### src/kmv_ram.sv
// Generic single-write, single-read RAM with registered read data.
// Standalone; no package dependencies.
module kmv_ram #(
  parameter int unsigned WIDTH = 32,
  parameter int unsigned DEPTH = 64,
  parameter int unsigned AW    = (DEPTH > 1) ? $clog2(DEPTH) : 1
) (
  input  logic             clk_i,
  input  logic             we_i,
  input  logic [AW-1:0]    waddr_i,
  input  logic [WIDTH-1:0] wdata_i,
  input  logic [AW-1:0]    raddr_i,
  output logic [WIDTH-1:0] rdata_o
);

  logic [WIDTH-1:0] mem [DEPTH];
  logic [WIDTH-1:0] rdata_q;

  always_ff @(posedge clk_i) begin
    if (we_i) begin
      mem[waddr_i] <= wdata_i;
    end
    rdata_q <= mem[raddr_i];
  end

  assign rdata_o = rdata_q;

endmodule

### config.mk
export PLATFORM = sky130hd
export DESIGN_NAME = kmv_ram
export DESIGN_NICKNAME = d
export VERILOG_FILES = /design/src/kmv_ram.sv
export SDC_FILE = /design/constraint.sdc
export NUM_CORES = 2
export LEC_CHECK = 0
export ABC_CLOCK_PERIOD_IN_PS = 4650
export BUFFER_PORTS_ARGS = -buffer_cell sky130_fd_sc_hd__buf_2
export CORE_AREA = 8 8 406 408
export DETAILED_ROUTE_END_ITERATION = 8
export DIE_AREA = 0 0 414 416
export PLACE_DENSITY = 0.74
export SYNTH_ARGS = -nofsm -noshare
export SYNTH_HDL_FRONTEND = slang
export SYNTH_SLANG_ARGS = --single-unit
### constraint.sdc
create_clock -name clk_i -period 4.65 [get_ports clk_i]
set_input_delay 1.1625 -clock clk_i [delete_from_list [all_inputs] [get_ports clk_i]]
set_output_delay 1.1625 -clock clk_i [all_outputs]
set_load 0.03 [all_outputs]
==> results list <==
* Clock share of power: 40.3%
- The die is 416 um tall.
- Counting every net in the synthesized netlist gives 3370.
* Area occupied by registers: 62100 um^2
- Post-synthesis cell area: 78500 um^2
- The initialized floorplan defines 147 standard-cell rows.
- Remaining number of nets flagged by the antenna check after routing: 0
- Across all setup checks in the final design, the least slack found is 1.22 ns.
- Data on the critical path is required at its endpoint by 5.36 ns.
- For hold timing, the worst endpoint is mem[58][11].
- RSZ-0062 raised after global routing: no
* Final sum of negative setup slack: 0 ns
- The netlist uses 34 different library cells.
* FF-to-FF End: rdata_o[18]
* Data arrival time at the worst-slack endpoint: 4.14 ns
* Gr usage total: 22.8%
- Once layout is complete, the utilization of the core stands at 56.2%.
- Number of register bits inferred by synthesis: 2080
- Summing the areas of all compound-gate instances in the mapped netlist gives 1.67% of the synthesized area.
* Final Critical Period: 3.43 ns
- Sequential elements use 79.1% of the synthesized area.
- Final wirelength: 199000 um
- Setup violations remaining at the end of the flow were counted as 0.
* Synth area leader: sky130_fd_sc_hd__edfxtp_1
- The wire-length estimate of the detail-placed layout is 113000 um.
* Routed via count: 38100
- Measured along the x axis, the die boundary spans 414 um.
- By area the synthesized netlist is led by sky130_fd_sc_hd__edfxtp_1 78%, sky130_fd_sc_hd__mux4_2 16%, sky130_fd_sc_hd__mux2i_1 1.2%, sky130_fd_sc_hd__dfxtp_1 0.82%, sky130_fd_sc_hd__o22ai_1 0.67%.
* Detailed Routing Iterations Pass 1: 5
- A synthesized cell averages 23.6 um^2.
- Power spent charging and discharging nets: 8.12 mW
- Post-synthesis share of cell area spent on and, or, nand and nor gates: 1.27%
* Pin count of the biggest net entering global routing: 65
- OpenSTA, run right after detailed placement, puts the worst setup slack at 0.475 ns.
- Min-Delay Path Class: primary input to register
* Power density over cell area: 429 nW/um^2
- Max-cap violations in this run came to 0.
- Wire length of the first global-routing pass: 283000 um
- Quantity of hold-fixing buffers added after cts: 0
* Minimum setup slack among reg-to-reg paths: 2.32 ns
* Most instantiated library cell after synthesis: sky130_fd_sc_hd__edfxtp_1
- Counting every instance in the synthesized netlist gives 3324.
- Once the clock tree was built, the resizer swapped 0 gates to a different size.
* Synth Area in XOR/XNOR: 0%
- Effective utilization at floorplan: 49.4%
- Setup Skew: 0.0200 ns
- The startpoint identified for the worst hold timing path is wdata_i[11].
* Combinational group share of total power: 5.3%
* Number of design rule violations left after detail routing: 0
- By count the netlist is led by 2048 x sky130_fd_sc_hd__edfxtp_1, 544 x sky130_fd_sc_hd__mux4_2, 137 x sky130_fd_sc_hd__nor2_1.
- Boundary pin count: 78
* Fraction of the cycle the final worst path needs: 73.8%
- The worst-case IR drop observed on VDD is 0.433 mV.
* Via density per instance: 6.48
- Clock tree sinks: 2080
- Initial antenna violation count: 14
- From synthesis to final layout, the design area changed by 13.8%.
- Tightest Pin Transition: 1.31 ns
- Of the post-synthesis cell area, the dominant cell type holds 78.3%.
- Final hold slack: 0.649 ns
- Die Outline Area: 172000 um^2
- After floorplanning, the core was sized to cover 159000 um^2.
* Iteration-0 DRC count of the detailed router: 5292
- Clk slew on worst S/H paths: 0.06 ns
- Yosys mapped a number of flops with a built-in enable equal to 2048.
- Vias in the first global route: 38300
* Hold Crit Depth: 1
- By startpoint and endpoint, the worst setup path is classified as primary input to register.
* Max frequency: 292 MHz
- Proportion of total power due to net switching: 21.2%
* Fin nets: 3679
- In this run the worst path has a maximum fanout of 49.
* Worst-Skew Late Latency: 0.83 ns
- The number of slew-limit violations in the final report is 0.
- Hold Violations, Final: 0
- The worst register-to-register path begins at mem[55][18].
- Worst Reg2Reg Path Length in Cells: 5
- The most used flip-flop cell after synthesis is sky130_fd_sc_hd__edfxtp_1.
* Multi-input combinational cell area: 16000 um^2
* Power share of the sequential group: 54.3%
- Warnings from Yosys: 0
- Main combinational cell family by area after synthesis: multiplexers
* CTS Buf Count: 195
* Number of post-CTS setup repair buffers: 0
- Of all flip-flops after synthesis, the portion carrying an async set or reset was 0%.
- Post-synthesis share of cell area spent on full adders, half adders and majority gates: 0%
- Average detailed-routed wire length per instance: 33.9 um
- The post-route netlist has 30.9% of its cells at a drive strength greater than 1.
- TritonCTS built the clock tree.
* Type of origin of the critical path: primary input
- Total congestion overflow after global routing: 0
- The analysis attributes to cell leakage a power of 27.9 nW.
- The clock tree synthesis step divided the H-tree into 4 levels.
* Cell chosen for the clock root: sky130_fd_sc_hd__clkbuf_16
- Of the post-synthesis cell area, the part taken by muxes is 16.8%.
- Status: finished, final reports clean
- STA classifies the critical path endpoint as a register.
* Count of fill cells added during filler insertion: 11200
- Quantity of I/O buffers inserted on ports: 77
* Gp weighted congestion: 0.830
* Max Buffers Root-to-Sink: 3
* Internal power component: 30.2 mW
* Max-Slew Margin vs Limit: 12.4%
stage by stage:
stage	total power, mW	instances	area [um^2]
after floorplan	22.3	3324	78500
after global placement	23.2	5522	83200
after detailed placement	23.3	5522	83200
after CTS	38.5	5882	89400
after global routing	39.3	5882	89400
final	38.4	5883	89400
critical path, cell delays in order:
cell	delay [ns]
sky130_fd_sc_hd__buf_8	0.46
sky130_fd_sc_hd__buf_12	0.37
sky130_fd_sc_hd__buf_4	0.21
sky130_fd_sc_hd__mux4_2	0.49
sky130_fd_sc_hd__mux2i_1	0.22
sky130_fd_sc_hd__a21oi_1	0.21
sky130_fd_sc_hd__a21oi_1	0.57
sky130_fd_sc_hd__buf_4	0.21
sky130_fd_sc_hd__nor2_1	0.05
cell families (layout without fill, tap and decap cells):
family | Yosys count | in the layout
DFF | 2080 | 2080
muxes | 637 | 637
and+or+nand+nor | 223 | 223
AOI/OAI and AO/OA | 202 | 202
buffers and inverters | 182 | 654
other | 0 | 1
cell usage in the layout, fill, tap and decap left out, drive strengths merged, types with 5 or more instances in the layout:
| master | synthesis | layout |
|---|---|---|
| a21oi | 62 | 62 |
| mux2i | 93 | 93 |
| nor3 | 7 | 7 |
| bufinv | 0 | 14 |
| clkinv | 0 | 83 |
| edfxtp | 2048 | 2048 |
| o221ai | 27 | 27 |
| nand3 | 5 | 5 |
| nand2b | 8 | 8 |
| nor2 | 137 | 137 |
| dfxtp | 32 | 32 |
| nor2b | 15 | 15 |
| buf | 108 | 294 |
| or3b | 5 | 5 |
| nand3b | 5 | 5 |
| nand2 | 26 | 26 |
| o22ai | 84 | 84 |
| mux4 | 544 | 544 |
| a22oi | 12 | 12 |
| clkbuf | 74 | 250 |
| inv | 0 | 9 |
| a311oi | 8 | 8 |
power groups by stage:
stage	Clock, mW	Combinational [mW]	Sequential (mW)
final	15.5	2.04	20.8
after global routing	16.3	2.13	20.8
after CTS	15.6	2.05	20.8
after detailed placement	0	2.03	21.2
after global placement	0	1.99	21.2
after floorplan	0	1.01	21.3
state kept, by name, indices dropped and copies added (netlist names):
signal	cells
mem	2048
rdata_o	32
layer usage:
layer,global-route usage [%],wire [um],up-vias
li1,-,-,14900
met1,31.1,72900,20200
met2,36.5,95800,2587
met3,4.75,22200,432
met4,8.89,8400,8
met5,0,55,-
how the worst max path moves through the flow:
stage               startpoint           to  slack, ns  cells after the start
floorplan           waddr_i[3]   mem[48][0]       0.33                      4
global placement    raddr_i[0]  rdata_o[28]       0.52                      7
detailed placement  raddr_i[0]   rdata_o[5]       0.48                      9
CTS                 raddr_i[0]   rdata_o[5]       1.30                      9
global route        raddr_i[0]   rdata_o[5]       1.21                      9
finish              raddr_i[0]   rdata_o[5]       1.22                      9
area by class of cell:
| class | count | share of cell area (%) |
|---|---|---|
| sequential | 2080 | 69.5 |
| multi-input combinational | 1062 | 17.9 |
| clock buffer | 250 | 5.87 |
| tap | 2086 | 2.92 |
| timing repair buffer | 294 | 2.78 |
| clock inverter | 110 | 1.04 |
| antenna | 1 | 0.00280 |
Power figures use the tool's default switching activity.
